[config.mk]
export PLATFORM = sky130hd
export DESIGN_NAME = mpf_coef_mem
export DESIGN_NICKNAME = d
export VERILOG_FILES = /design/src/rtl/core/mpf_pkg.sv /design/src/rtl/core/mpf_coef_mem.sv
export SDC_FILE = /design/constraint.sdc
export NUM_CORES = 1
export LEC_CHECK = 0
export BUFFER_PORTS_ARGS = -buffer_cell sky130_fd_sc_hd__buf_2
export CORE_ASPECT_RATIO = 0.5
export CORE_UTILIZATION = 53
export DETAILED_ROUTE_END_ITERATION = 12
export GPL_ROUTABILITY_DRIVEN = 1
export PLACE_DENSITY_LB_ADDON = 0.3
export REMOVE_ABC_BUFFERS = 1
export SYNTH_ARGS = -nofsm -noshare
export SYNTH_HDL_FRONTEND = slang
export SYNTH_SLANG_ARGS = --single-unit
[constraint.sdc]
create_clock -name clk -period 3.4 [get_ports clk]
set_input_delay 0.51 -clock clk [delete_from_list [all_inputs] [get_ports clk]]
set_output_delay 0.51 -clock clk [all_outputs]
set_load 0.1 [all_outputs]
[src/rtl/core/mpf_pkg.sv]
`timescale 1ns / 1ps
// ----------------------------------------------------------------------------
// mpf_pkg: shared types, constants and arithmetic helpers
// Fixed-point saturation and clamp functions, memory request structs and the
// sequencer state types of the multichannel pid controller.
// ----------------------------------------------------------------------------
package mpf_pkg;

  localparam int CHANNELS  = 8;
  localparam int CH_W      = 3;
  localparam int COEF_NUM  = 4;
  localparam int CFG_IDX_W = 8;
  localparam int CFG_DAT_W = 32;
  localparam int COEF_FRAC = 24;
  localparam int RATE_FRAC = 16;

  localparam logic [CH_W:0] CH_COUNT = CHANNELS[CH_W:0];

  localparam logic OP_STEP = 1'b0;
  localparam logic OP_LOAD = 1'b1;

  localparam logic [15:0] LOOP_TIME_RST = 16'd1;
  localparam logic [16:0] LOOP_RATE_RST = 17'd65536;
  localparam logic [30:0] ILIM_RST      = 31'd655;
  localparam logic [30:0] OLIM_RST      = 31'd65536;

  localparam logic signed [31:0] SAT_MAX = 32'sh7FFF_FFFF;
  localparam logic signed [31:0] SAT_MIN = 32'sh8000_0000;

  typedef enum logic [1:0] {
    COEF_P,
    COEF_I,
    COEF_D,
    COEF_F
  } coef_sel_t;

  typedef enum logic [CFG_IDX_W-1:0] {
    CFG_LOOP_TIME = 0,
    CFG_LOOP_RATE = 1,
    CFG_ILIM      = 2,
    CFG_OLIM      = 3
  } cfg_idx_t;

  typedef enum logic [1:0] {
    S_IDLE,
    S_DIFF,
    S_MUL,
    S_SUM
  } seq_state_t;

  typedef enum logic [2:0] {
    MS_KP,
    MS_KI,
    MS_KD,
    MS_KF,
    MS_IT,
    MS_DT,
    MS_FT,
    MS_LAST
  } mul_step_t;

  typedef struct packed {
    logic [15:0] loop_time;
    logic [16:0] loop_rate;
    logic [30:0] ilim;
    logic [30:0] olim;
  } cfg_t;

  typedef struct packed {
    logic signed [31:0] kp;
    logic signed [31:0] ki;
    logic signed [31:0] kd;
    logic signed [31:0] kf;
  } coef_row_t;

  typedef struct packed {
    logic signed [31:0] integ;
    logic signed [31:0] last_sp;
    logic signed [31:0] last_ms;
  } chan_state_t;

  typedef struct packed {
    logic            re;
    logic [CH_W-1:0] addr;
  } mem_rd_t;

  typedef struct packed {
    logic               we;
    logic [CH_W-1:0]    addr;
    coef_sel_t          sel;
    logic signed [31:0] data;
  } coef_wr_t;

  typedef struct packed {
    logic            we;
    logic [CH_W-1:0] addr;
    chan_state_t     data;
  } st_wr_t;

  // saturate a wide signed value to 32 bits
  function automatic logic signed [31:0] sat32w(input logic signed [65:0] x);
    logic signed [31:0] r;
    if (x[65:31] != {35{x[65]}}) begin
      r = x[65] ? SAT_MIN : SAT_MAX;
    end else begin
      r = x[31:0];
    end
    return r;
  endfunction

  // saturated difference a - b
  function automatic logic signed [31:0] sat_diff(input logic signed [31:0] a,
                                                  input logic signed [31:0] b);
    logic signed [32:0] d;
    logic signed [31:0] r;
    d = 33'(a) - 33'(b);
    if (d[32] != d[31]) begin
      r = d[32] ? SAT_MIN : SAT_MAX;
    end else begin
      r = d[31:0];
    end
    return r;
  endfunction

  // symmetric clamp to +-lim
  function automatic logic signed [31:0] clamp_sym(input logic signed [65:0] x,
                                                   input logic [30:0] lim);
    logic signed [65:0] l;
    logic signed [65:0] nl;
    logic signed [31:0] r;
    l  = $signed({35'b0, lim});
    nl = -l;
    if (x > l) begin
      r = l[31:0];
    end else if (x < nl) begin
      r = nl[31:0];
    end else begin
      r = x[31:0];
    end
    return r;
  endfunction

endpackage

[src/rtl/core/mpf_coef_mem.sv]
`timescale 1ns / 1ps
// ----------------------------------------------------------------------------
// mpf_coef_mem: coefficient memory
// One row of four coefficients per channel, written one lane at a time and
// read as a whole row through an output register; unwritten lanes read zero.
// ----------------------------------------------------------------------------
module mpf_coef_mem import mpf_pkg::*; (
  input  logic      clk,
  input  logic      rst_n,
  input  coef_wr_t  wr,
  input  mem_rd_t   rd,
  output coef_row_t rd_row
);

  coef_row_t                            mem [CHANNELS];
  logic [CHANNELS-1:0][COEF_NUM-1:0]    vld_r;
  coef_row_t                            data_r;
  logic [COEF_NUM-1:0]                  rvld_r;

  always_ff @(posedge clk) begin
    if (wr.we) begin
      unique case (wr.sel)
        COEF_P: mem[wr.addr].kp <= wr.data;
        COEF_I: mem[wr.addr].ki <= wr.data;
        COEF_D: mem[wr.addr].kd <= wr.data;
        COEF_F: mem[wr.addr].kf <= wr.data;
        default: ;
      endcase
    end
    if (rd.re) begin
      data_r <= mem[rd.addr];
      rvld_r <= vld_r[rd.addr];
    end
  end

  always_ff @(posedge clk) begin
    if (!rst_n) begin
      vld_r <= '0;
    end else if (wr.we) begin
      vld_r[wr.addr][wr.sel] <= 1'b1;
    end
  end

  always_comb begin
    rd_row.kp = rvld_r[COEF_P] ? data_r.kp : '0;
    rd_row.ki = rvld_r[COEF_I] ? data_r.ki : '0;
    rd_row.kd = rvld_r[COEF_D] ? data_r.kd : '0;
    rd_row.kf = rvld_r[COEF_F] ? data_r.kf : '0;
  end

endmodule

==> impl_metrics.yaml, run 1 <==
run_status:
  outcome: "finished clean"
die:
  die_x_microns: 415
  rows: 75
  ioPinCount: 172
  initial_core_util_pct: 53.7
  die_y_microns: 208
  dieArea_sq_um: 86400
  coreArea_sq_um: 84100
layout:
  final_cells: 3355
  area_growth_pct: 13.8
  layout-drive-gt1-share_pct: 32.3
  postLayoutCellArea_sq_um: 51400
  nets: 2195
  post-route-util_pct: 61.1
  multi_input_area_sq_um: 9400
  regArea_sq_um: 35400
  nFillCells: 5643
route:
  drtAntennaViolNets: 0
  vias: 20100
  viasPerCell: 5.98
  dr.pass1.iters: 5
  dr.first_iter.drc_count: 2012
  wl_microns: 94300
  drc: 0
  drt-wirelength-per-cell_microns: 28.1
place:
  portBuffers: 171
  place_area_sq_um: 47900
  gp_congestion: 0.744
  placedCellCount: 3164
  place_hpwl_microns: 52100
worst_setup_path:
  endpoint: "rd_row[62]"
  cp_data_required_time_ns: 2.89
  worstSetupStartpointType: "flop"
  endpoint_kind: "output port"
  r2r_slack_ns: 1.92
  criticalPathCategory: "flop to output port"
  reg2reg_depth: 2
  cp_cell_sequence: "buf_4 > and2_1 > buf_2"
  startpoint: "rvld_r[2]"
  crit_slowest_cell: "buf_2"
  reg2reg_to: "data_r[10]"
  cpPeakStageDelay_ns: 0.44
  cp_max_fo: 31
  crit_arrival_ns: 2.16
  regToRegStartpoint: "mem[3][10]"
timing:
  max_freq_mhz: 374
  finalCritPeriodShare_pct: 78.6
  tns_ns: 0
  rsz0062_at_grt: "no"
  setup_viol: 0
  slew_headroom_pct: 50.5
  finClkSkew_ns: 0.0167
  final_hold_viol_count: 0
  fin_crit_ns: 2.67
  tightestPinTransition_ns: 0.743
  slew_viol_final: 0
power_and_ir_drop:
  power_density_nw_per_um2: 587
  total_leakage_power_uw: 0.0171
  irDropWorstVdd_v: 0.000364
clock_network:
  postCtsSetupBuffers: 0
  cts_buffer_depth: 3
  cts.sinks: 1188
  cts_buffers: 101
  clock-root-buffer: "clkbuf_16"
  holdBufCountCts: 0
  htree_levels: 3
  ctsResizeCount: 0
  clkTransAtPathRegs_ns: 0.07
  clk_latency_ns: 0.68
  cts_tree: "built"
run:
  cap_violations: 0
synthesis:
  synth_area_per_cell_sq_um: 24.0
  synth_seq_cells: 1188
  yosysSeqAreaShare_pct: 78.3
  postSynthCellCount: 1878
  synth_fa_ha_area_share_pct: 0
  synthSimpleGateAreaFrac_pct: 2.24
  synth_compound_area_share_pct: 0.532
  synth-xor-area-share_pct: 0
  synth_cell_type_count: 18
  synth_top_family_by_area: "multiplexers"
  yosys_warnings: 0
  muxShareOfSynthArea_pct: 17.5
  synth_area_sq_um: 45200
worst_hold_path:
  hp-class: "input pin to flop"
global_route:
  grt_pass1_vias: 20700
  gr-usage-met1_pct: 32.2
  grt_usage_pct: 22.1
  grtUsageMet3_pct: 3.45
  antenna_found_initial: 1
  grt_pass1_wl_microns: 139000
  gr-total-overflow: 0
  grtUsageMet2_pct: 35.9
  grt_max_degree: 53
  grt_busiest_layer: "met2"
==> metal layers <==
layer / wire, microns / vias to the layer above
met5: 0 / -
met1: 40800 / 10800
met2: 46700 / 620
li1: - / 8509
met3: 5250 / 117
met4: 1620 / 0
==> sequential cells by signal, summed over array words and instances, names as in the netlist <==
| name | flops |
|---|---|
| data_r | 128 |
| mem | 1024 |
| rvld_r | 4 |
| vld_r | 32 |
==> report_power, final <==
group / switching [uW] / internal (uW) / total (uW)
combinational: 1260 / 579 / 1840
sequential: 72.3 / 16400 / 16400
clock: 5130 / 6780 / 11900
==> final cells by class <==
type | count | area share (%)
Sequential cell | 1188 | 68.8
Antenna cell | 3 | 0.0146
Timing Repair Buffer | 260 | 3.47
Clock inverter | 67 | 1.27
Tap cell | 1116 | 2.72
Clock buffer | 121 | 5.44
Multi-Input combinational cell | 600 | 18.3
==> cells in the mapped netlist <==
cell type,instances,area (sq um)
edfxtp_1,1156,34700
buf_12,3,60.1
buf_6,14,158
nand3_1,2,10.0
buf_2,4,20.0
buf_1,14,52.6
mux4_2,137,3090
clkbuf_1,42,158
mux4_1,127,3340
or3_1,1,6.26
dfxtp_1,32,641
and2_1,128,801
mux2_2,132,1490
or3b_2,4,35.0
nor2_1,32,120
o21a_1,32,240
buf_8,13,195
nand3b_1,5,37.5
==> worst max-delay path, delay by kind of cell, from the launching register on <==
kind                   cells  cell delay, ns
flip-flops                 1            0.34
AND/OR/NAND/NOR            1            0.26
buffers and inverters      2            0.83
==> cell usage in the layout, fill, tap and decap left out <==
master,synthesis,routed
buf_6,14,2
clkinv_4,0,2
clkinv_1,0,20
mux2_2,132,132
inv_6,0,2
dfxtp_1,32,32
mux4_2,137,137
edfxtp_1,1156,1156
clkinv_2,0,25
clkinvlp_4,0,4
buf_4,0,71
buf_12,3,18
o21a_1,32,32
mux4_1,127,127
clkbuf_16,0,109
nor2_4,0,32
buf_8,13,2
or3b_2,4,4
inv_4,0,1
bufinv_16,0,12
buf_2,4,167
and2_1,128,128
diode_2,0,3
nand3_1,2,2
nand3b_1,5,5
clkbuf_1,42,10
clkbuf_8,0,2
or3_1,1,1
inv_16,0,1
==> cells by family (layout without fill, tap and decap cells) <==
kind of cell	after synthesis	in the layout
AND/OR/NAND/NOR	172	172
other	0	3
flip-flops	1188	1188
AO/OA/AOI/OAI	32	32
multiplexers	396	396
buffers and inverters	90	448
==> how the worst min path moves through the flow <==
| stage | start | to | slack [ns] | cells after the start |
|---|---|---|---|---|
| 2_1_floorplan | vld_r[4] | vld_r[4] | 0.43 | 1 |
| 4_1_cts | wr[25] | mem[5][57] | 0.32 | 1 |
| 3_5_place_dp | vld_r[4] | vld_r[4] | 0.44 | 1 |
| 3_3_place_gp | vld_r[4] | vld_r[4] | 0.44 | 1 |
| 6_report | wr[25] | mem[0][57] | 0.35 | 1 |
| 5_1_grt | wr[28] | mem[1][60] | 0.35 | 1 |
==> per-stage QoR <==
stage / setup WS [ns] / total power [uW] / hold WS [ns]
floorplan: 0.498 / 17800 / 0.432
global placement: 0.841 / 18600 / 0.440
detailed placement: 0.816 / 18600 / 0.445
CTS: 0.644 / 30400 / 0.316
global route: 0.613 / 31000 / 0.354
finish: 0.727 / 30200 / 0.348
(Power assumes the default switching activity.)
==> run 2: changes to the inputs <==
==> constraint.sdc (replaced) <==
create_clock -name clk -period 2.3 [get_ports clk]
set_input_delay 0.345 -clock clk [delete_from_list [all_inputs] [get_ports clk]]
set_output_delay 0.345 -clock clk [all_outputs]
set_load 0.1 [all_outputs]
==> impl_metrics.yaml, run 2 (synthesis results as in run 1) <==
run_status:
  outcome: "finished clean"
layout:
  nets: 2207
  multi_input_area_sq_um: 9400
  final_common_cell: "edfxtp_1"
  regMostFlops: "mem"
  layout-drive-gt1-share_pct: 32.6
  nFillCells: 5441
  layout_common_cells: "edfxtp_1 (1156), buf_12 (158), mux4_2 (137)"
  top_regs: "mem: 1024 flops, data_r: 128 flops, vld_r: 32 flops"
  regArea_sq_um: 35400
  area_growth_pct: 18.1
  largest_register_ffs: 1024
place:
  portBuffers: 171
  place_hpwl_microns: 51700
  gp_congestion: 0.759
  pre_cts_slack_ns: 0.158
route:
  drt-wirelength-per-cell_microns: 27.7
  viasPerCell: 5.99
  dr.pass1.iters: 5
  wl_microns: 93100
  dr.first_iter.drc_count: 1912
  drtAntennaViolNets: 0
  vias: 20200
  drc: 0
power_and_ir_drop:
  power_density_nw_per_um2: 824
  p_comb_share_pct: 7.0
  irDropWorstVdd_v: 0.000581
  p_seq_share_pct: 55.3
  total_leakage_power_uw: 0.0175
  p_sw_uw: 9490
  switching_share_pct: 21.6
  finalPower_uw: 43900
  clockPowerShare_pct: 37.8
  p_int_uw: 34400
clock_network:
  cts_buffers: 99
  postCtsSetupBuffers: 0
  holdBufCountCts: 0
  cts.sinks: 1188
  cts_tree: "built"
  clkTransAtPathRegs_ns: 0.06
  clock-root-buffer: "clkbuf_16"
  htree_levels: 3
  clk_latency_ns: 0.67
  cts_buffer_depth: 3
die:
  coreArea_sq_um: 84100
  die_x_microns: 415
  die_y_microns: 208
  rows: 75
  ioPinCount: 172
  dieArea_sq_um: 86400
  initial_core_util_pct: 53.7
timing:
  setup_viol: 0
  fin_crit_ns: 2.22
  final_hold_viol_count: 0
  hold_slack_ns: 0.0971
  rsz0062_at_grt: "no"
  slew_headroom_pct: 57.3
  max_freq_mhz: 451
  tns_ns: 0
  tightestPinTransition_ns: 0.640
  finalCritPeriodShare_pct: 96.3
  slew_viol_final: 0
  worst_slack_ns: 0.0848
  finClkSkew_ns: 0.0130
global_route:
  gr-usage-met1_pct: 30.8
  grt_pass1_wl_microns: 137000
  antenna_found_initial: 1
  grtUsageMet2_pct: 35.9
  grtUsageMet3_pct: 3.77
  grt_usage_pct: 21.8
  grt_pass1_vias: 20600
  grt_max_degree: 69
  gr-total-overflow: 0
  grt_busiest_layer: "met2"
worst_setup_path:
  cp_common_cell: "buf_12"
  cp_cell_sequence: "buf_12 > and2_1 > buf_12"
  cp_data_required_time_ns: 1.96
  cp_max_fo: 30
  cpPeakStageDelay_ns: 0.41
  crit_slowest_cell: "edfxtp_1"
  endpoint_kind: "output port"
  worstSetupStartpointType: "flop"
  criticalPathCategory: "flop to output port"
  crit_arrival_ns: 1.87
worst_hold_path:
  hp-class: "input pin to flop"
run:
  cap_violations: 0
run 2: final timing paths:
kind	startpoint	endpoint	slack, ns	depth (start not counted)
setup / recovery	rvld_r[0]	rd_row[97]	0.08	3
hold / removal	rd[3]	data_r[94]	0.1	1
setup reg to reg	mem[2][89]	data_r[89]	0.85	2
hold reg to reg	vld_r[19]	vld_r[19]	0.46	1
run 2: critical path, delay by kind of cell, from the launching register on:
| kind | cells | cell delay, ns |
|---|---|---|
| buffers and inverters | 2 | 0.45 |
| DFF | 1 | 0.41 |
| and+or+nand+nor | 1 | 0.33 |
run 2: power by group through the flow:
stage / clock (uW) / sequential (uW) / combinational [uW]
2_1_floorplan: 0 / 24700 / 1580
3_3_place_gp: 0 / 24700 / 3030
3_5_place_dp: 0 / 24800 / 3080
4_1_cts: 16900 / 24300 / 3100
5_1_grt: 17600 / 24300 / 3210
6_report: 16600 / 24300 / 3070
run 2: final cells by class:
type | count | area share, %
antenna | 1 | 0.00469
clock buffer | 122 | 5.00
clock inverter | 65 | 1.00
multi-input combinational | 600 | 17.6
sequential | 1188 | 66.3
tap | 1116 | 2.62
timing repair buffer | 274 | 7.45
run 2: per-stage QoR:
step	utilization [%]	cell area, sq um	std cells
floorplan	-	44500	1788
global placement	59.5	50000	3178
detailed placement	59.5	50000	3178
CTS	63.4	53300	3365
global route	63.4	53300	3366
finish	63.4	53300	3366
run 2: routing by layer:
layer	wire length (microns)	vias to the layer above
li1	-	8520
met1	38800	10800
met2	46800	715
met3	5980	108
met4	1560	0
met5	0	-
run 2: what timing repair did:
item | 4_1_cts | 5_1_grt
pin swaps | 0 | 0
resized for setup | 30 | 2
endpoints found under the setup margin | 39 | 5
hold endpoints to repair | 0 | 0
