==> config.mk <==
export PLATFORM = sky130hd
export DESIGN_NAME = mpf_cfg_regs_flat
export DESIGN_NICKNAME = d
export VERILOG_FILES = /design/src/rtl/core/mpf_pkg.sv /design/src/rtl/core/mpf_cfg_if.sv /design/src/rtl/core/mpf_cfg_regs.sv /design/src/flat_wrapper.sv
export SDC_FILE = /design/constraint.sdc
export NUM_CORES = 1
export LEC_CHECK = 0
export CAP_MARGIN = 40
export CORE_MARGIN = 2
export CORE_UTILIZATION = 60
export DETAILED_ROUTE_END_ITERATION = 16
export DONT_BUFFER_PORTS = 1
export PLACE_DENSITY = 0.76
export SYNTH_ARGS = -nofsm -noshare
export SYNTH_HDL_FRONTEND = slang
export SYNTH_SLANG_ARGS = --single-unit
export TNS_END_PERCENT = 5
==> constraint.sdc <==
create_clock -name clk -period 1.9 [get_ports clk]
set_input_delay 0.285 -clock clk [delete_from_list [all_inputs] [get_ports clk]]
set_output_delay 0.285 -clock clk [all_outputs]
set_load 0.03 [all_outputs]
==> src/rtl/core/mpf_pkg.sv <==
`timescale 1ns / 1ps
// ----------------------------------------------------------------------------
// mpf_pkg: shared types, constants and arithmetic helpers
// Fixed-point saturation and clamp functions, memory request structs and the
// sequencer state types of the multichannel pid controller.
// ----------------------------------------------------------------------------
package mpf_pkg;

  localparam int CHANNELS  = 8;
  localparam int CH_W      = 3;
  localparam int COEF_NUM  = 4;
  localparam int CFG_IDX_W = 8;
  localparam int CFG_DAT_W = 32;
  localparam int COEF_FRAC = 24;
  localparam int RATE_FRAC = 16;

  localparam logic [CH_W:0] CH_COUNT = CHANNELS[CH_W:0];

  localparam logic OP_STEP = 1'b0;
  localparam logic OP_LOAD = 1'b1;

  localparam logic [15:0] LOOP_TIME_RST = 16'd1;
  localparam logic [16:0] LOOP_RATE_RST = 17'd65536;
  localparam logic [30:0] ILIM_RST      = 31'd655;
  localparam logic [30:0] OLIM_RST      = 31'd65536;

  localparam logic signed [31:0] SAT_MAX = 32'sh7FFF_FFFF;
  localparam logic signed [31:0] SAT_MIN = 32'sh8000_0000;

  typedef enum logic [1:0] {
    COEF_P,
    COEF_I,
    COEF_D,
    COEF_F
  } coef_sel_t;

  typedef enum logic [CFG_IDX_W-1:0] {
    CFG_LOOP_TIME = 0,
    CFG_LOOP_RATE = 1,
    CFG_ILIM      = 2,
    CFG_OLIM      = 3
  } cfg_idx_t;

  typedef enum logic [1:0] {
    S_IDLE,
    S_DIFF,
    S_MUL,
    S_SUM
  } seq_state_t;

  typedef enum logic [2:0] {
    MS_KP,
    MS_KI,
    MS_KD,
    MS_KF,
    MS_IT,
    MS_DT,
    MS_FT,
    MS_LAST
  } mul_step_t;

  typedef struct packed {
    logic [15:0] loop_time;
    logic [16:0] loop_rate;
    logic [30:0] ilim;
    logic [30:0] olim;
  } cfg_t;

  typedef struct packed {
    logic signed [31:0] kp;
    logic signed [31:0] ki;
    logic signed [31:0] kd;
    logic signed [31:0] kf;
  } coef_row_t;

  typedef struct packed {
    logic signed [31:0] integ;
    logic signed [31:0] last_sp;
    logic signed [31:0] last_ms;
  } chan_state_t;

  typedef struct packed {
    logic            re;
    logic [CH_W-1:0] addr;
  } mem_rd_t;

  typedef struct packed {
    logic               we;
    logic [CH_W-1:0]    addr;
    coef_sel_t          sel;
    logic signed [31:0] data;
  } coef_wr_t;

  typedef struct packed {
    logic            we;
    logic [CH_W-1:0] addr;
    chan_state_t     data;
  } st_wr_t;

  // saturate a wide signed value to 32 bits
  function automatic logic signed [31:0] sat32w(input logic signed [65:0] x);
    logic signed [31:0] r;
    if (x[65:31] != {35{x[65]}}) begin
      r = x[65] ? SAT_MIN : SAT_MAX;
    end else begin
      r = x[31:0];
    end
    return r;
  endfunction

  // saturated difference a - b
  function automatic logic signed [31:0] sat_diff(input logic signed [31:0] a,
                                                  input logic signed [31:0] b);
    logic signed [32:0] d;
    logic signed [31:0] r;
    d = 33'(a) - 33'(b);
    if (d[32] != d[31]) begin
      r = d[32] ? SAT_MIN : SAT_MAX;
    end else begin
      r = d[31:0];
    end
    return r;
  endfunction

  // symmetric clamp to +-lim
  function automatic logic signed [31:0] clamp_sym(input logic signed [65:0] x,
                                                   input logic [30:0] lim);
    logic signed [65:0] l;
    logic signed [65:0] nl;
    logic signed [31:0] r;
    l  = $signed({35'b0, lim});
    nl = -l;
    if (x > l) begin
      r = l[31:0];
    end else if (x < nl) begin
      r = nl[31:0];
    end else begin
      r = x[31:0];
    end
    return r;
  endfunction

endpackage

==> src/rtl/core/mpf_cfg_if.sv <==
`timescale 1ns / 1ps
// ----------------------------------------------------------------------------
// mpf_cfg_if: configuration write channel
// Valid/ready channel carrying a register index and write data.
// ----------------------------------------------------------------------------
interface mpf_cfg_if import mpf_pkg::*; ();
  logic                 valid;
  logic                 ready;
  logic [CFG_IDX_W-1:0] index;
  logic [CFG_DAT_W-1:0] data;

  modport source (
    output valid, index, data,
    input  ready
  );

  modport sink (
    input  valid, index, data,
    output ready
  );
endinterface

==> src/rtl/core/mpf_cfg_regs.sv <==
`timescale 1ns / 1ps
// ----------------------------------------------------------------------------
// mpf_cfg_regs: configuration register file
// Holds loop time, loop rate and the integral and output limits.
// ----------------------------------------------------------------------------
module mpf_cfg_regs import mpf_pkg::*; (
  input  logic clk,
  input  logic rst_n,
  mpf_cfg_if.sink cfg_wr,
  output cfg_t cfg
);

  cfg_t cfg_r;
  cfg_t cfg_nxt;

  assign cfg_wr.ready = 1'b1;
  assign cfg          = cfg_r;

  always_comb begin
    cfg_nxt = cfg_r;
    if (cfg_wr.valid && cfg_wr.ready) begin
      unique case (cfg_wr.index)
        CFG_LOOP_TIME: cfg_nxt.loop_time = cfg_wr.data[15:0];
        CFG_LOOP_RATE: cfg_nxt.loop_rate = cfg_wr.data[16:0];
        CFG_ILIM:      cfg_nxt.ilim      = cfg_wr.data[30:0];
        CFG_OLIM:      cfg_nxt.olim      = cfg_wr.data[30:0];
        default: ;
      endcase
    end
  end

  always_ff @(posedge clk) begin
    if (!rst_n) begin
      cfg_r.loop_time <= LOOP_TIME_RST;
      cfg_r.loop_rate <= LOOP_RATE_RST;
      cfg_r.ilim      <= ILIM_RST;
      cfg_r.olim      <= OLIM_RST;
    end else begin
      cfg_r <= cfg_nxt;
    end
  end

endmodule

==> src/flat_wrapper.sv <==
// flat-port wrapper written by rule: the top's interface ports become plain ports
module mpf_cfg_regs_flat import mpf_pkg::*;
  (clk, rst_n, cfg, cfg_wr_valid, cfg_wr_index, cfg_wr_data, cfg_wr_ready);
  mpf_cfg_if cfg_wr_i ();
  input  logic clk;
  input  logic rst_n;
  output cfg_t cfg;
  input wire logic [$bits(cfg_wr_i.valid)-1:0] cfg_wr_valid;
  input wire logic [$bits(cfg_wr_i.index)-1:0] cfg_wr_index;
  input wire logic [$bits(cfg_wr_i.data)-1:0] cfg_wr_data;
  output wire logic [$bits(cfg_wr_i.ready)-1:0] cfg_wr_ready;
  assign cfg_wr_i.valid = cfg_wr_valid;
  assign cfg_wr_i.index = cfg_wr_index;
  assign cfg_wr_i.data = cfg_wr_data;
  assign cfg_wr_ready = cfg_wr_i.ready;
  mpf_cfg_regs u_core (.clk(clk), .rst_n(rst_n), .cfg_wr(cfg_wr_i), .cfg(cfg));
endmodule
==> results.json, run 1 <==
{
  "rows": 28,
  "crit_type": "reg -> out",
  "ant_nets": 0,
  "final.min_clock_period_ns": 1.18,
  "coreArea_um2": 5920,
  "worst_clock_skew_ns": 0,
  "grt_overflow_total": 0,
  "cts_buffers": 9,
  "hold_class": "in -> reg",
  "ir_worst_vdd_mv": 0.533,
  "yosys_warnings": 0,
  "initial_core_util_pct": 62.0,
  "tritoncts": "yes",
  "clkTransAtPathRegs_ns": 0.09,
  "antenna_found_initial": 0,
  "power.internal_mw": 2.52,
  "drv_cap": 0,
  "final_common_cell": "nand2_1",
  "htreeDepth": 3,
  "route.detailed.drc": 0,
  "finalHoldViolations": 0,
  "p_clk_share_pct": 36.5,
  "p_leak_nw": 1.91,
  "grt_max_degree": 134,
  "syn_avg_cell_area_um2": 10.3,
  "clock_latency_ns": 0.34,
  "syn_area_um2": 3670,
  "multiInputGateArea_um2": 1580,
  "seqPwrFrac_pct": 61.6,
  "grt_pass1_vias": 2167,
  "vias": 2302,
  "cts_root_buffer": "clkbuf_8",
  "cp_num_cells": 0,
  "io_pins": 139,
  "cp-start-kind": "flop",
  "io_buffers": 0,
  "final_cell_mix": "nand2_1 (117), mux2i_1 (95), dfxtp_1 (95)",
  "fin_nets": 391,
  "vias_per_cell": 5.38,
  "fmax_ghz": 0.848,
  "comb_power_share_pct": 1.9,
  "wire_per_inst_um": 16.3,
  "clockBufferDepth": 2,
  "drt_wl_total_mm": 6.96,
  "fillers": 506,
  "holdPathStages": 2,
  "slew_violations": 0,
  "drive_gt1_share_pct": 7.65,
  "ctsHoldBuffers": 0,
  "firstDrtPassIters": 4,
  "ys_seq_area_share_pct": 51.8,
  "worstSetupEndpointType": "output port",
  "register_area_um2": 1900,
  "r2r.worst_path.cells": 2,
  "cp_max_fo": 2,
  "cp.arrival_ns": 0.89,
  "p_per_area_nw_per_um2": 851,
  "power_switching_share_pct": 22.2,
  "hpwl_mm": 4.69,
  "diodes": 0,
  "netlist_top_cells_area": "dfxtp_1 (52%), mux2i_1 (26%), nand2_1 (12%)",
  "place.gp.congestion": 0.649,
  "first_iter_violations": 64,
  "die_w_um": 82.2,
  "finalSetupViolCount": 0,
  "total_power_mw": 3.24,
  "p_sw_mw": 0.721,
  "track_usage_pct": 19.7,
  "worstPathRequired_ns": 1.62,
  "dieHeight_um": 82.2,
  "postCtsSetupBuffers": 0,
  "grt_pass1_wl_mm": 10.0,
  "clock_sinks": 95,
  "syn_nets": 399,
  "area_growth_syn_to_layout_pct": 3.75,
  "rsz0062_at_grt": "no",
  "synth_cells": 356,
  "synth_top_area_share_pct": 51.8,
  "largest_reg_flops": 95,
  "tns_ns": 0,
  "dieArea_um2": 6760,
  "post_cts_resized": 0,
  "yosysTopAreaCell": "dfxtp_1",
  "status": "complete, no violations",
  "period_share_pct": 62.1,
  "final_util_pct": 64.4,
  "synth_cell_types": 16,
  "ys_seq_elements": 95
}
## path summary, 6_finish.rpt
| path | startpoint | end | slack, ns |
|---|---|---|---|
| worst max-delay path | u_core.cfg[79] | cfg[79] | 0.72 |
| worst min-delay path | cfg_wr_data[16] | u_core.cfg[47] | 0.07 |
| worst max register to register | u_core.cfg[0] | u_core.cfg[0] | 1.04 |
| worst min register to register | u_core.cfg[91] | u_core.cfg[91] | 0.61 |
## logic make-up (layout without fill, tap and decap cells)
family,count (synthesis),count (layout),share of synthesized area [%]
and+or+nand+nor,139,139,16.9
buffers and inverters,26,23,5.31
muxes,95,95,25.9
DFF,95,95,51.8
other,1,1,0.102
## Yosys cell counts
cell type	count
nand2_1	117
dfxtp_1	95
mux2i_1	95
nor2b_1	16
clkbuf_1	14
buf_6	8
buf_12	2
and4bb_1	1
buf_2	1
buf_4	1
conb_1	1
nand4_2	1
nand4b_1	1
nand4b_2	1
nor3_2	1
nor4b_4	1
## metrics by stage
stage | setup WS, ns | instance area [um^2] | cells | hold slack, ns
2_1_floorplan | 0.529 | 3670 | 356 | 0.424
6_report | 0.721 | 3810 | 428 | 0.0725
4_1_cts | 0.701 | 3810 | 428 | 0.0618
5_1_grt | 0.681 | 3810 | 428 | 0.0780
3_5_place_dp | 0.467 | 3640 | 412 | 0.439
3_3_place_gp | 0.513 | 3640 | 412 | 0.433
## per-layer routing
layer	GRT usage, %	routed length (um)	vias to the layer above	share of wire (%)
li1	-	-	1143	-
met1	22.8	2950	1068	42
met2	31.9	3220	82	46
met3	7.72	684	9	9.8
met4	9.33	103	0	1.5
met5	0	0	-	0
## worst register-to-register path: cells and delay by family (launching register included)
| family | cells | cell delay (ns) |
|---|---|---|
| simple gates | 1 | 0.12 |
| flops | 1 | 0.53 |
| mux | 1 | 0.15 |
## power groups by stage
stage          Combinational [mW]  Clock, mW  Sequential [mW]
3_3_place_gp               0.0592          0             2.04
3_5_place_dp               0.0611          0             2.05
4_1_cts                    0.0615       1.21             2.00
6_report                   0.0604       1.18             2.00
2_1_floorplan              0.0875          0             2.04
5_1_grt                    0.0666       1.28             2.00
## final cells by class
cell class                      instances  share of cell area (%)
Multi-Input combinational cell        235                    41.4
Sequential cell                        95                    49.9
Clock buffer                           10                    3.61
Timing Repair Buffer                    7                    1.71
Tap cell                               75                    2.46
Clock inverter                          6                   0.952
(Power assumes the default switching activity.)
==> run 2, diff against run 1 <==
--- a/config.mk
+++ b/config.mk
@@ -5,6 +5,7 @@
 export SDC_FILE = /design/constraint.sdc
 export NUM_CORES = 1
 export LEC_CHECK = 0
+export ABC_AREA = 1
 export CAP_MARGIN = 40
 export CORE_MARGIN = 2
 export CORE_UTILIZATION = 60
==> constraint.sdc (replaced) <==
create_clock -name clk -period 1.15 [get_ports clk]
set_input_delay 0.1725 -clock clk [delete_from_list [all_inputs] [get_ports clk]]
set_output_delay 0.1725 -clock clk [all_outputs]
set_load 0.03 [all_outputs]
==> run 2 against run 1 <==
Effect of this change:
- the run now ends with hold timing left
- register-to-register slack got worse by 0.70 ns
- via count increased by 57%
- worst hold slack got worse by 0.14 ns
- first-iteration DRC count increased to 2.7 times the previous value
- clock power increased by 110%
- sequential share of layout area decreased by 7.1 points
- wire length increased by 37%
- worst setup slack got worse by 0.64 ns
- area after synthesis increased by 9.9%
- non-clock buffer count increased by 27
- critical path type unchanged
==> results.json, run 2 <==
{
  "status": "finished with violations",
  "violations": "hold timing",
  "postCtsSetupBuffers": 0,
  "cp-start-kind": "flop",
  "yosysTopAreaCell": "dfxtp_1",
  "tritoncts": "yes",
  "drive_gt1_share_pct": 9.38,
  "htreeDepth": 3,
  "dp_cells": 626,
  "total_power_mw": 6.10,
  "ant_nets": 0,
  "place_area_um2": 4220,
  "drt_wl_total_mm": 9.52,
  "clock_sinks": 95,
  "area_growth_syn_to_layout_pct": 9.94,
  "p_per_area_nw_per_um2": 1370,
  "fmax_ghz": 0.934,
  "synth_cell_types": 15,
  "dieArea_um2": 7400,
  "synth.most_common_cell": "nand3_1",
  "synth_top_area_share_pct": 47.1,
  "slew_violations": 0,
  "firstDrtPassIters": 4,
  "worstPathRequired_ns": 0.98,
  "rows": 29,
  "grt_max_degree": 96,
  "setup_ws_ns": 0.0795,
  "cp-startpoint": "u_core.cfg[2]",
  "worst_clock_skew_ns": 0,
  "period_share_pct": 93.1,
  "hold_class": "in -> reg",
  "synthFlopType": "dfxtp_1",
  "worstSetupEndpointType": "output port",
  "hp-start": "rst_n",
  "crit_type": "reg -> out",
  "place.gp.congestion": 0.801,
  "io_buffers": 0,
  "clock_latency_ns": 0.35,
  "layout.cells.non_filler": 642,
  "ys_seq_elements": 95,
  "die_w_um": 86.0,
  "coreArea_um2": 6420,
  "initial_core_util_pct": 62.9,
  "rsz0062_at_grt": "no",
  "finalSetupViolCount": 0,
  "holdWs_ns": -0.0692,
  "cp.arrival_ns": 0.90,
  "async_flop_share_pct": 0,
  "io_pins": 139,
  "vias": 3609,
  "wire_per_inst_um": 14.8,
  "route.detailed.drc": 0,
  "synth_edf_count": 0,
  "final_cell_mix": "nand3_1 (104), nand2_1 (103), dfxtp_1 (95)",
  "fin_nets": 603,
  "final.min_clock_period_ns": 1.07,
  "cts_root_buffer": "clkbuf_8",
  "yosys_warnings": 0,
  "hpwl_mm": 6.38,
  "netlist_top_cells_area": "dfxtp_1 (47%), nand3_1 (13%), a21oi_1 (11%)",
  "synth_cells": 566,
  "fin_area_um2": 4440,
  "fillers": 575,
  "r2r_start": "u_core.cfg[0]",
  "tns_ns": 0,
  "p_leak_nw": 1.89,
  "ys_seq_area_share_pct": 47.1,
  "drv_cap": 0,
  "ir_worst_vdd_mv": 0.638,
  "vias_per_cell": 5.62,
  "grt_pass1_vias": 3162,
  "grt_overflow_total": 0,
  "cts_buffers": 9,
  "final_common_cell": "nand3_1",
  "clockBufferDepth": 2,
  "dieHeight_um": 86.0,
  "clkTransAtPathRegs_ns": 0.09,
  "post-place-ws_ns": -0.0307,
  "track_usage_pct": 25.3,
  "cp_max_fo": 2,
  "synthTopCellsByCount": "nand3_1 (104), nand2_1 (103), dfxtp_1 (95)",
  "syn_nets": 609,
  "first_iter_violations": 173,
  "antenna_found_initial": 0,
  "largest_reg_flops": 95,
  "grt_pass1_wl_mm": 15.0,
  "diodes": 0,
  "syn_area_um2": 4040,
  "finalHoldViolations": 95,
  "syn_avg_cell_area_um2": 7.14
}
[run 2: kinds of logic (layout without fill, tap and decap cells)]
group	count (synthesis)	in the layout	synth area share (%)
AND/OR/NAND/NOR	299	299	31.4
flip-flops	95	95	47.1
AO/OA/AOI/OAI	86	86	10.7
buffers and inverters	85	84	10.8
other	1	1	0.0928
[run 2: layout make-up]
| type | count | area, um^2 | area share (%) |
|---|---|---|---|
| Clock buffer | 12 | 145 | 3.27 |
| Timing Repair Buffer | 34 | 380 | 8.57 |
| Clock inverter | 4 | 77.6 | 1.75 |
| Multi-Input combinational cell | 386 | 1710 | 38.5 |
| Inverter | 34 | 128 | 2.87 |
| Tap cell | 77 | 96.3 | 2.17 |
| Sequential cell | 95 | 1900 | 42.8 |
[run 2: path summary, 6_finish.rpt]
| path | to | slack (ns) | cells after the start |
|---|---|---|---|
| worst max-delay path | cfg[2] | 0.08 | 0 |
| worst min register to register | u_core.cfg[5] | 0.49 | 2 |
| worst min-delay path | u_core.cfg[44] | -0.07 | 2 |
| worst max register to register | u_core.cfg[0] | 0.34 | 2 |
[run 2: metal layers]
layer	wire length, um	vias to the layer above	part of all wire, %	track usage, %
met2	4570	123	48	41.2
met3	798	16	8.4	7.31
li1	-	1820	-	-
met4	180	0	1.9	9.81
met5	0	-	0	0
met1	3970	1650	42	31.7
[run 2: timing repair]
action,4_1_cts,5_1_grt
hold endpoints to repair,95,95
resized for setup,0,0
setup endpoints to repair,0,0
[run 2: power breakdown]
part	leakage, nW	switching (mW)	total, mW	internal [mW]
clock network	0.111	1.15	2.45	1.30
registers	0.765	0.0182	3.31	3.29
logic	1.01	0.228	0.340	0.112
[run 2: stage by stage]
step	utilization [%]	hold WS, ns
2_1_floorplan	-	0.327
3_3_place_gp	65.7	0.268
3_5_place_dp	65.7	0.273
4_1_cts	69.1	-0.0982
5_1_grt	69.1	-0.0851
6_report	69.1	-0.0692
