`config.mk`:
```
export PLATFORM = sky130hd
export DESIGN_NAME = mpf_ctrl_flat
export DESIGN_NICKNAME = d
export VERILOG_FILES = /design/src/rtl/core/mpf_pkg.sv /design/src/rtl/core/mpf_in_if.sv /design/src/rtl/core/mpf_out_if.sv /design/src/rtl/core/mpf_ctrl.sv /design/src/flat_wrapper.sv
export SDC_FILE = /design/constraint.sdc
export NUM_CORES = 2
export LEC_CHECK = 0
export BUFFER_PORTS_ARGS = -buffer_cell sky130_fd_sc_hd__buf_2
export CORE_MARGIN = 5
export CORE_UTILIZATION = 50
export DETAILED_ROUTE_END_ITERATION = 6
export PLACE_DENSITY = 0.7
export SLEW_MARGIN = 20
export SYNTH_ARGS = -nofsm -noshare
export SYNTH_HDL_FRONTEND = slang
export SYNTH_SLANG_ARGS = --single-unit
```
`constraint.sdc`:
```
create_clock -name clk -period 13.3 [get_ports clk]
set_input_delay 1.33 -clock clk [delete_from_list [all_inputs] [get_ports clk]]
set_output_delay 1.33 -clock clk [all_outputs]
set_load 0.03 [all_outputs]
```
`src/rtl/core/mpf_pkg.sv`:
```
`timescale 1ns / 1ps
// ----------------------------------------------------------------------------
// mpf_pkg: shared types, constants and arithmetic helpers
// Fixed-point saturation and clamp functions, memory request structs and the
// sequencer state types of the multichannel pid controller.
// ----------------------------------------------------------------------------
package mpf_pkg;

  localparam int CHANNELS  = 8;
  localparam int CH_W      = 3;
  localparam int COEF_NUM  = 4;
  localparam int CFG_IDX_W = 8;
  localparam int CFG_DAT_W = 32;
  localparam int COEF_FRAC = 24;
  localparam int RATE_FRAC = 16;

  localparam logic [CH_W:0] CH_COUNT = CHANNELS[CH_W:0];

  localparam logic OP_STEP = 1'b0;
  localparam logic OP_LOAD = 1'b1;

  localparam logic [15:0] LOOP_TIME_RST = 16'd1;
  localparam logic [16:0] LOOP_RATE_RST = 17'd65536;
  localparam logic [30:0] ILIM_RST      = 31'd655;
  localparam logic [30:0] OLIM_RST      = 31'd65536;

  localparam logic signed [31:0] SAT_MAX = 32'sh7FFF_FFFF;
  localparam logic signed [31:0] SAT_MIN = 32'sh8000_0000;

  typedef enum logic [1:0] {
    COEF_P,
    COEF_I,
    COEF_D,
    COEF_F
  } coef_sel_t;

  typedef enum logic [CFG_IDX_W-1:0] {
    CFG_LOOP_TIME = 0,
    CFG_LOOP_RATE = 1,
    CFG_ILIM      = 2,
    CFG_OLIM      = 3
  } cfg_idx_t;

  typedef enum logic [1:0] {
    S_IDLE,
    S_DIFF,
    S_MUL,
    S_SUM
  } seq_state_t;

  typedef enum logic [2:0] {
    MS_KP,
    MS_KI,
    MS_KD,
    MS_KF,
    MS_IT,
    MS_DT,
    MS_FT,
    MS_LAST
  } mul_step_t;

  typedef struct packed {
    logic [15:0] loop_time;
    logic [16:0] loop_rate;
    logic [30:0] ilim;
    logic [30:0] olim;
  } cfg_t;

  typedef struct packed {
    logic signed [31:0] kp;
    logic signed [31:0] ki;
    logic signed [31:0] kd;
    logic signed [31:0] kf;
  } coef_row_t;

  typedef struct packed {
    logic signed [31:0] integ;
    logic signed [31:0] last_sp;
    logic signed [31:0] last_ms;
  } chan_state_t;

  typedef struct packed {
    logic            re;
    logic [CH_W-1:0] addr;
  } mem_rd_t;

  typedef struct packed {
    logic               we;
    logic [CH_W-1:0]    addr;
    coef_sel_t          sel;
    logic signed [31:0] data;
  } coef_wr_t;

  typedef struct packed {
    logic            we;
    logic [CH_W-1:0] addr;
    chan_state_t     data;
  } st_wr_t;

  // saturate a wide signed value to 32 bits
  function automatic logic signed [31:0] sat32w(input logic signed [65:0] x);
    logic signed [31:0] r;
    if (x[65:31] != {35{x[65]}}) begin
      r = x[65] ? SAT_MIN : SAT_MAX;
    end else begin
      r = x[31:0];
    end
    return r;
  endfunction

  // saturated difference a - b
  function automatic logic signed [31:0] sat_diff(input logic signed [31:0] a,
                                                  input logic signed [31:0] b);
    logic signed [32:0] d;
    logic signed [31:0] r;
    d = 33'(a) - 33'(b);
    if (d[32] != d[31]) begin
      r = d[32] ? SAT_MIN : SAT_MAX;
    end else begin
      r = d[31:0];
    end
    return r;
  endfunction

  // symmetric clamp to +-lim
  function automatic logic signed [31:0] clamp_sym(input logic signed [65:0] x,
                                                   input logic [30:0] lim);
    logic signed [65:0] l;
    logic signed [65:0] nl;
    logic signed [31:0] r;
    l  = $signed({35'b0, lim});
    nl = -l;
    if (x > l) begin
      r = l[31:0];
    end else if (x < nl) begin
      r = nl[31:0];
    end else begin
      r = x[31:0];
    end
    return r;
  endfunction

endpackage

```
`src/rtl/core/mpf_in_if.sv`:
```
`timescale 1ns / 1ps
// ----------------------------------------------------------------------------
// mpf_in_if: input item channel
// Valid/ready channel carrying load and step items.
// ----------------------------------------------------------------------------
interface mpf_in_if import mpf_pkg::*; ();
  logic               valid;
  logic               ready;
  logic               opcode;
  logic [CH_W-1:0]    channel;
  logic [1:0]         coef_select;
  logic signed [31:0] coef_value;
  logic signed [31:0] setpoint;
  logic signed [31:0] measurement;

  modport source (
    output valid, opcode, channel, coef_select, coef_value, setpoint, measurement,
    input  ready
  );

  modport sink (
    input  valid, opcode, channel, coef_select, coef_value, setpoint, measurement,
    output ready
  );
endinterface

```
`src/rtl/core/mpf_out_if.sv`:
```
`timescale 1ns / 1ps
// ----------------------------------------------------------------------------
// mpf_out_if: result channel
// Valid/ready channel carrying the terms and drive of one control step.
// ----------------------------------------------------------------------------
interface mpf_out_if import mpf_pkg::*; ();
  logic               valid;
  logic               ready;
  logic [CH_W-1:0]    out_channel;
  logic signed [31:0] p_term;
  logic signed [31:0] i_term;
  logic signed [31:0] d_term;
  logic signed [31:0] f_term;
  logic signed [31:0] drive;
  logic               clamped;

  modport source (
    output valid, out_channel, p_term, i_term, d_term, f_term, drive, clamped,
    input  ready
  );

  modport sink (
    input  valid, out_channel, p_term, i_term, d_term, f_term, drive, clamped,
    output ready
  );
endinterface

```
`src/rtl/core/mpf_ctrl.sv`:
```
`timescale 1ns / 1ps
// ----------------------------------------------------------------------------
// mpf_ctrl: step sequencer and shared multiplier datapath
// Takes items, drives the memories, runs the seven products of a step through
// one registered 33x33 multiplier and launches the result transaction.
// ----------------------------------------------------------------------------
module mpf_ctrl import mpf_pkg::*; (
  input  logic        clk,
  input  logic        rst_n,
  input  cfg_t        cfg,
  mpf_in_if.sink      in_ch,
  mpf_out_if.source   out_res,
  output mem_rd_t     rd,
  output coef_wr_t    coef_wr,
  output st_wr_t      st_wr,
  input  coef_row_t   coef,
  input  chan_state_t chs
);

  seq_state_t state_r;
  seq_state_t state_nxt;
  mul_step_t  step_r;
  mul_step_t  step_nxt;

  logic in_acc;
  logic ch_ok;
  logic is_step;
  logic is_load;
  logic out_free;
  logic sum_ld;

  logic [CH_W-1:0]    ch_r;
  logic signed [31:0] sp_r;
  logic signed [31:0] ms_r;
  logic signed [31:0] dm;
  logic signed [31:0] e_r;
  logic signed [31:0] ds_r;
  logic signed [32:0] ndm_r;

  logic signed [32:0] mul_a;
  logic signed [32:0] mul_b;
  logic signed [65:0] prod_r;

  logic signed [31:0] p_r;
  logic signed [31:0] ti_r;
  logic signed [31:0] td_r;
  logic signed [31:0] tf_r;
  logic signed [31:0] i_r;
  logic signed [31:0] d_r;
  logic signed [31:0] f_r;
  logic signed [33:0] pi_r;
  logic signed [33:0] pid_r;
  logic signed [33:0] sum;
  logic signed [31:0] olim32;
  logic               sum_hi;
  logic               sum_lo;

  logic               out_valid_r;
  logic [CH_W-1:0]    out_ch_r;
  logic signed [31:0] out_p_r;
  logic signed [31:0] out_i_r;
  logic signed [31:0] out_d_r;
  logic signed [31:0] out_f_r;
  logic signed [31:0] out_drv_r;
  logic               out_clamp_r;

  assign in_acc   = in_ch.valid && in_ch.ready;
  assign ch_ok    = {1'b0, in_ch.channel} < CH_COUNT;
  assign is_step  = in_ch.opcode == OP_STEP;
  assign is_load  = in_ch.opcode == OP_LOAD;
  assign out_free = !out_valid_r || out_res.ready;

  // next state
  always_comb begin
    state_nxt = state_r;
    step_nxt  = step_r;
    unique case (state_r)
      S_IDLE: begin
        if (in_acc && ch_ok && is_step) begin
          state_nxt = S_DIFF;
        end
      end
      S_DIFF: begin
        state_nxt = S_MUL;
        step_nxt  = MS_KP;
      end
      S_MUL: begin
        if (step_r == MS_LAST) begin
          state_nxt = S_SUM;
        end else begin
          step_nxt = mul_step_t'(step_r + 3'd1);
        end
      end
      S_SUM: begin
        if (out_free) begin
          state_nxt = S_IDLE;
        end
      end
      default: state_nxt = S_IDLE;
    endcase
  end

  // state outputs
  always_comb begin
    in_ch.ready     = state_r == S_IDLE;
    rd.re           = in_acc && ch_ok && is_step;
    rd.addr         = in_ch.channel;
    coef_wr.we      = in_acc && ch_ok && is_load;
    coef_wr.addr    = in_ch.channel;
    coef_wr.sel     = coef_sel_t'(in_ch.coef_select);
    coef_wr.data    = in_ch.coef_value;
    sum_ld          = (state_r == S_SUM) && out_free;
    st_wr.we        = sum_ld;
    st_wr.addr      = ch_r;
    st_wr.data      = '{integ: i_r, last_sp: sp_r, last_ms: ms_r};
  end

  always_ff @(posedge clk) begin
    if (!rst_n) begin
      state_r <= S_IDLE;
      step_r  <= MS_KP;
    end else begin
      state_r <= state_nxt;
      step_r  <= step_nxt;
    end
  end

  // multiplier operand select
  always_comb begin
    case (step_r)
      MS_KP:   begin mul_a = 33'(coef.kp); mul_b = 33'(e_r);  end
      MS_KI:   begin mul_a = 33'(coef.ki); mul_b = 33'(e_r);  end
      MS_KD:   begin mul_a = 33'(coef.kd); mul_b = ndm_r;     end
      MS_KF:   begin mul_a = 33'(coef.kf); mul_b = 33'(ds_r); end
      MS_IT:   begin mul_a = 33'(ti_r); mul_b = $signed({17'b0, cfg.loop_time}); end
      MS_DT:   begin mul_a = 33'(td_r); mul_b = $signed({16'b0, cfg.loop_rate}); end
      MS_FT:   begin mul_a = 33'(tf_r); mul_b = $signed({16'b0, cfg.loop_rate}); end
      default: begin mul_a = '0; mul_b = '0; end
    endcase
  end

  assign dm     = sat_diff(ms_r, chs.last_ms);
  assign olim32 = $signed({1'b0, cfg.olim});
  assign sum    = pid_r + 34'(f_r);
  assign sum_hi = sum > 34'(olim32);
  assign sum_lo = sum < -34'(olim32);

  always_ff @(posedge clk) begin
    if (rd.re) begin
      ch_r <= in_ch.channel;
      sp_r <= in_ch.setpoint;
      ms_r <= in_ch.measurement;
    end
    if (state_r == S_DIFF) begin
      e_r   <= sat_diff(sp_r, ms_r);
      ds_r  <= sat_diff(sp_r, chs.last_sp);
      ndm_r <= -$signed({dm[31], dm});
    end
    if (state_r == S_MUL) begin
      prod_r <= mul_a * mul_b;
      // each slot finishes the product issued in the slot before
      case (step_r)
        MS_KI: p_r  <= sat32w(prod_r >>> COEF_FRAC);
        MS_KD: ti_r <= sat32w(prod_r >>> COEF_FRAC);
        MS_KF: td_r <= sat32w(prod_r >>> COEF_FRAC);
        MS_IT: tf_r <= sat32w(prod_r >>> COEF_FRAC);
        MS_DT: i_r  <= clamp_sym(66'(chs.integ) + prod_r, cfg.ilim);
        MS_FT: begin
          d_r  <= sat32w(prod_r >>> RATE_FRAC);
          pi_r <= 34'(p_r) + 34'(i_r);
        end
        MS_LAST: begin
          f_r   <= sat32w(prod_r >>> RATE_FRAC);
          pid_r <= pi_r + 34'(d_r);
        end
        default: ;
      endcase
    end
    if (sum_ld) begin
      out_ch_r    <= ch_r;
      out_p_r     <= p_r;
      out_i_r     <= i_r;
      out_d_r     <= d_r;
      out_f_r     <= f_r;
      out_drv_r   <= sum_hi ? olim32 : (sum_lo ? -olim32 : sum[31:0]);
      out_clamp_r <= sum_hi || sum_lo;
    end
  end

  always_ff @(posedge clk) begin
    if (!rst_n) begin
      out_valid_r <= 1'b0;
    end else if (sum_ld) begin
      out_valid_r <= 1'b1;
    end else if (out_res.ready) begin
      out_valid_r <= 1'b0;
    end
  end

  assign out_res.valid       = out_valid_r;
  assign out_res.out_channel = out_ch_r;
  assign out_res.p_term      = out_p_r;
  assign out_res.i_term      = out_i_r;
  assign out_res.d_term      = out_d_r;
  assign out_res.f_term      = out_f_r;
  assign out_res.drive       = out_drv_r;
  assign out_res.clamped     = out_clamp_r;

`ifndef SYNTH
  a_wb_launch: assert property (@(posedge clk) disable iff (!rst_n)
    st_wr.we |=> out_valid_r)
    else $error("state write-back without result transaction");

  a_rd_flow: assert property (@(posedge clk) disable iff (!rst_n)
    rd.re |=> state_r == S_DIFF)
    else $error("memory read not followed by difference stage");

  a_drive_lim: assert property (@(posedge clk) disable iff (!rst_n)
    out_valid_r |-> (out_drv_r <= olim32) && (out_drv_r >= -olim32))
    else $error("drive outside output limit");

  a_clamp_edge: assert property (@(posedge clk) disable iff (!rst_n)
    out_valid_r && out_clamp_r |-> (out_drv_r == olim32) || (out_drv_r == -olim32))
    else $error("clamped drive not at limit");

  a_i_lim: assert property (@(posedge clk) disable iff (!rst_n)
    out_valid_r |-> (out_i_r <= $signed({1'b0, cfg.ilim}))
                 && (out_i_r >= -$signed({1'b0, cfg.ilim})))
    else $error("integral term outside integral limit");
`endif

endmodule

```
`src/flat_wrapper.sv`:
```
// flat-port wrapper written by rule: the top's interface ports become plain ports
module mpf_ctrl_flat import mpf_pkg::*;
  (clk, rst_n, cfg, rd, coef_wr, st_wr, coef, chs, in_ch_valid, in_ch_opcode, in_ch_channel, in_ch_coef_select, in_ch_coef_value, in_ch_setpoint, in_ch_measurement, in_ch_ready, out_res_valid, out_res_out_channel, out_res_p_term, out_res_i_term, out_res_d_term, out_res_f_term, out_res_drive, out_res_clamped, out_res_ready);
  mpf_in_if in_ch_i ();
  mpf_out_if out_res_i ();
  input  logic clk;
  input  logic rst_n;
  input  cfg_t cfg;
  output mem_rd_t rd;
  output coef_wr_t coef_wr;
  output st_wr_t st_wr;
  input  coef_row_t coef;
  input  chan_state_t chs;
  input wire logic [$bits(in_ch_i.valid)-1:0] in_ch_valid;
  input wire logic [$bits(in_ch_i.opcode)-1:0] in_ch_opcode;
  input wire logic [$bits(in_ch_i.channel)-1:0] in_ch_channel;
  input wire logic [$bits(in_ch_i.coef_select)-1:0] in_ch_coef_select;
  input wire logic [$bits(in_ch_i.coef_value)-1:0] in_ch_coef_value;
  input wire logic [$bits(in_ch_i.setpoint)-1:0] in_ch_setpoint;
  input wire logic [$bits(in_ch_i.measurement)-1:0] in_ch_measurement;
  output wire logic [$bits(in_ch_i.ready)-1:0] in_ch_ready;
  output wire logic [$bits(out_res_i.valid)-1:0] out_res_valid;
  output wire logic [$bits(out_res_i.out_channel)-1:0] out_res_out_channel;
  output wire logic [$bits(out_res_i.p_term)-1:0] out_res_p_term;
  output wire logic [$bits(out_res_i.i_term)-1:0] out_res_i_term;
  output wire logic [$bits(out_res_i.d_term)-1:0] out_res_d_term;
  output wire logic [$bits(out_res_i.f_term)-1:0] out_res_f_term;
  output wire logic [$bits(out_res_i.drive)-1:0] out_res_drive;
  output wire logic [$bits(out_res_i.clamped)-1:0] out_res_clamped;
  input wire logic [$bits(out_res_i.ready)-1:0] out_res_ready;
  assign in_ch_i.valid = in_ch_valid;
  assign in_ch_i.opcode = in_ch_opcode;
  assign in_ch_i.channel = in_ch_channel;
  assign in_ch_i.coef_select = in_ch_coef_select;
  assign in_ch_i.coef_value = in_ch_coef_value;
  assign in_ch_i.setpoint = in_ch_setpoint;
  assign in_ch_i.measurement = in_ch_measurement;
  assign in_ch_ready = in_ch_i.ready;
  assign out_res_valid = out_res_i.valid;
  assign out_res_out_channel = out_res_i.out_channel;
  assign out_res_p_term = out_res_i.p_term;
  assign out_res_i_term = out_res_i.i_term;
  assign out_res_d_term = out_res_i.d_term;
  assign out_res_f_term = out_res_i.f_term;
  assign out_res_drive = out_res_i.drive;
  assign out_res_clamped = out_res_i.clamped;
  assign out_res_i.ready = out_res_ready;
  mpf_ctrl u_core (.clk(clk), .rst_n(rst_n), .cfg(cfg), .in_ch(in_ch_i), .out_res(out_res_i), .rd(rd), .coef_wr(coef_wr), .st_wr(st_wr), .coef(coef), .chs(chs));
endmodule
```
==> run metrics <==
Max-cap violations=0; synth warn=0; vias per cell=5.866; wl on met1=102.6 mm; CTS buffer count=81; kind of critical path=register to register; layout cells sized above 1=0.1179; clk root buf=clkbuf_16; Hold Crit Class=register to register; Reg clk slew, reported paths=0.05 ns; Syn Area/Cell=9.643 um^2; 1st-pass router iterations=7; hold path endpoint=u_core.out_res.out_channel[0]$_DFFE_PP_; P&R area growth vs syn=10.62%; min Tclk post-route=12.02 ns; Final nets=11250; Top Ports=733; flops & latches, synth=691; Critical Path Max Stage Delay=0.76 ns; Hold Path Cell Cnt=0; setup TNS=0 ns; Final Skew=0.04742 ns; slew of the pin with the lowest slew margin=1.190 ns; Max Slew Vio Count=0; hold path start=u_core.ch_r[0]$_DFFE_PP_; vias in the first global route=67550; Die X=415.5 um; initial antenna violation count=45; largest net degree at the start of global routing=74; outcome=finished, violations left; Reg-to-Reg Start=u_core.step_r[1]$_SDFFE_PN0P_; top_reg_cell synth=edfxtp_1; worst-skew pair later-pin latency=0.75 ns; Fill cells=14300; Mapped Area=82200 um^2; routability cong.=1.033; initial core utilization=0.5038; syn nets=10730; flop-to-flop setup slack=1.28 ns; TritonCTS Sinks=691; Max H-tree Level=3; Max Used Layer=met5; CTS tree=yes; iteration-0 DRC count of the detailed router=6428; GR Overflow Total=0; endpoints failing hold=0; Die ar.=172600 um^2; IO Port Bufs=664; Max clock buf depth=3; total core area=163100 um^2; CP max-delay cell=nand2_1; row count=148; die height=415.5 um; final period utilization=0.9035; CTS resizes=0; reg2reg end=u_core.prod_r[62]$_DFFE_PP_; number of synthesized flops with an enable pin=685; Register-to-Register Path Depth=35; synth unique cells=92; Post-Route WL=283.2 mm; Met3 Wirelength=26.56 mm; routed vias=66300; DR DRC count=41; worst endpoint required time=13.76 ns; RSZ-0062 raised after global routing=no; most numerous cell on the critical path=fa_1; gr usage total=0.3221; Worst EP arrival=12.48 ns; hpwl dp=234.5 mm; ys async rst share=0; Slew headroom=0.2063; sequential share of the synthesized area=0.2517; first-pass GRT wire length=418.9 mm; Worst setup EP type=register; Peak Freq=83.21 MHz; critical path peak fanout=31; Final setup viols=0; Synth Instances=8524; Antenna Nets Post-Route=0; WL/cell=25.06 um; violations in the final reports=design-rule violations; met2 wire len=129.9 mm; startpoint types=register; # hold bufs at CTS=0; post-CTS setup buffers=0
## worst max-delay path: cells and delay by family (launching register included)
family	cells	cell delay (ns)
simple gates	7	2.15
flops	1	0.34
compound gates	11	3.08
fa+ha+maj	10	5.11
buf+inv	6	0.94
xor+xnor	1	0.09
## cells by family after synthesis
logic type | count (synthesis) | synth area share
adders and majority gates | 1785 | 0.3747
muxes | 33 | 0.004247
DFF | 691 | 0.2517
xor gates and xnor gates | 345 | 0.03676
buffers and inverters | 1813 | 0.08512
and+or+nand+nor | 2405 | 0.1294
AOI/OAI and AO/OA | 1452 | 0.1181
## per-stage QoR
| step | worst slack (ns) | utilization | instance area [um^2] | std cells | hold slack [ns] |
|---|---|---|---|---|---|
| 2_1_floorplan | 2.369 | - | 82200 | 8524 | 0.4307 |
| 3_3_place_gp | 1.470 | 0.5406 | 88190 | 11140 | 0.4282 |
| 3_5_place_dp | 1.358 | 0.5406 | 88190 | 11140 | 0.4352 |
| 4_1_cts | 1.449 | 0.5570 | 90870 | 11280 | 0.4450 |
| 5_1_grt | 0.8476 | 0.5571 | 90890 | 11290 | 0.4534 |
| 6_report | 1.283 | 0.5574 | 90930 | 11300 | 0.4444 |
## cell usage after synthesis, drive strengths merged, types with 9 or more instances
cell type | n | area, um^2
o21ai | 235 | 1176
nor3 | 98 | 524.3
o2bb2a | 10 | 100.1
inv | 1427 | 5356
and2 | 44 | 275.3
o31a | 14 | 122.6
a41oi | 10 | 87.58
a21oi | 433 | 2175
and3 | 64 | 400.4
a31oi | 31 | 193.9
clkbuf | 311 | 1167
ha | 652 | 8158
a22oi | 38 | 285.3
mux2i | 18 | 180.2
or3 | 39 | 279.0
nor2b | 64 | 400.4
o21a | 50 | 375.4
xor2 | 97 | 849.6
and4 | 14 | 122.6
xnor2 | 248 | 2172
edfxtp | 685 | 20570
buf | 74 | 469.2
o22ai | 18 | 132.6
o211ai | 40 | 300.3
o31ai | 21 | 157.7
or4 | 9 | 71.32
nand3 | 107 | 535.5
a21boi | 17 | 127.6
o21bai | 54 | 405.4
nor2 | 849 | 3187
nand4 | 63 | 394.1
nand2b | 90 | 570.5
a221o | 38 | 380.4
a221oi | 67 | 586.8
mux2 | 15 | 168.9
nand2 | 892 | 3351
or2 | 18 | 112.6
a21o | 203 | 1524
a211oi | 36 | 270.3
a222oi | 44 | 440.4
nor4 | 27 | 181.4
fa | 1129 | 22600
a211o | 9 | 78.83
## cell usage in the layout (no fill, tap or decap), drive strengths merged, types with 50 or more instances in the layout
cell type / instances
inv: 1437
fa: 1129
nand2: 892
nor2: 849
buf: 822
edfxtp: 685
ha: 652
a21oi: 433
xnor2: 248
o21ai: 235
a21o: 203
nand3: 107
nor3: 98
xor2: 97
clkbuf: 91
nand2b: 90
a221oi: 67
nor2b: 64
and3: 64
nand4: 63
o21bai: 54
o21a: 50
## sequential cells by signal, summed over array words and instances (netlist names), 33 cells and up
signal,count
u_core.ndm_r,33
u_core.pi_r,33
u_core.pid_r,34
u_core.prod_r,66
## worst max path at each step
stage / start / to / slack (ns)
after floorplan: out_res_ready / st_wr[99] / 2.37
after global placement: coef[82] / u_core.prod_r[62]$_DFFE_PP_ / 1.47
after detailed placement: coef[82] / u_core.prod_r[62]$_DFFE_PP_ / 1.36
after CTS: u_core.step_r[0]$_SDFFE_PN0P_ / u_core.prod_r[62]$_DFFE_PP_ / 1.45
after global routing: u_core.step_r[1]$_SDFFE_PN0P_ / u_core.prod_r[62]$_DFFE_PP_ / 0.85
final: u_core.step_r[1]$_SDFFE_PN0P_ / u_core.prod_r[62]$_DFFE_PP_ / 1.28
## area by class of cell
| cell class | count | area (um^2) | share of cell area |
|---|---|---|---|
| clock buffer | 91 | 2064 | 0.02270 |
| tap | 2175 | 2721 | 0.02993 |
| inverter | 1428 | 5360 | 0.05895 |
| sequential | 691 | 20690 | 0.2276 |
| multi-input combinational | 6020 | 54920 | 0.6040 |
| timing repair buffer | 822 | 4509 | 0.04959 |
| antenna | 20 | 50.05 | 0.0005504 |
| clock inverter | 56 | 608.1 | 0.006687 |
## routing by layer
layer | up-vias | GRT usage
li1 | 29200 | -
met1 | 32660 | 0.3848
met2 | 3538 | 0.5261
met3 | 885 | 0.07030
met4 | 20 | 0.2121
met5 | - | 0
Power is left out: the tool's default activity adds up to more than one toggle a clock period on the data nets, which glitch-free logic cannot reach.
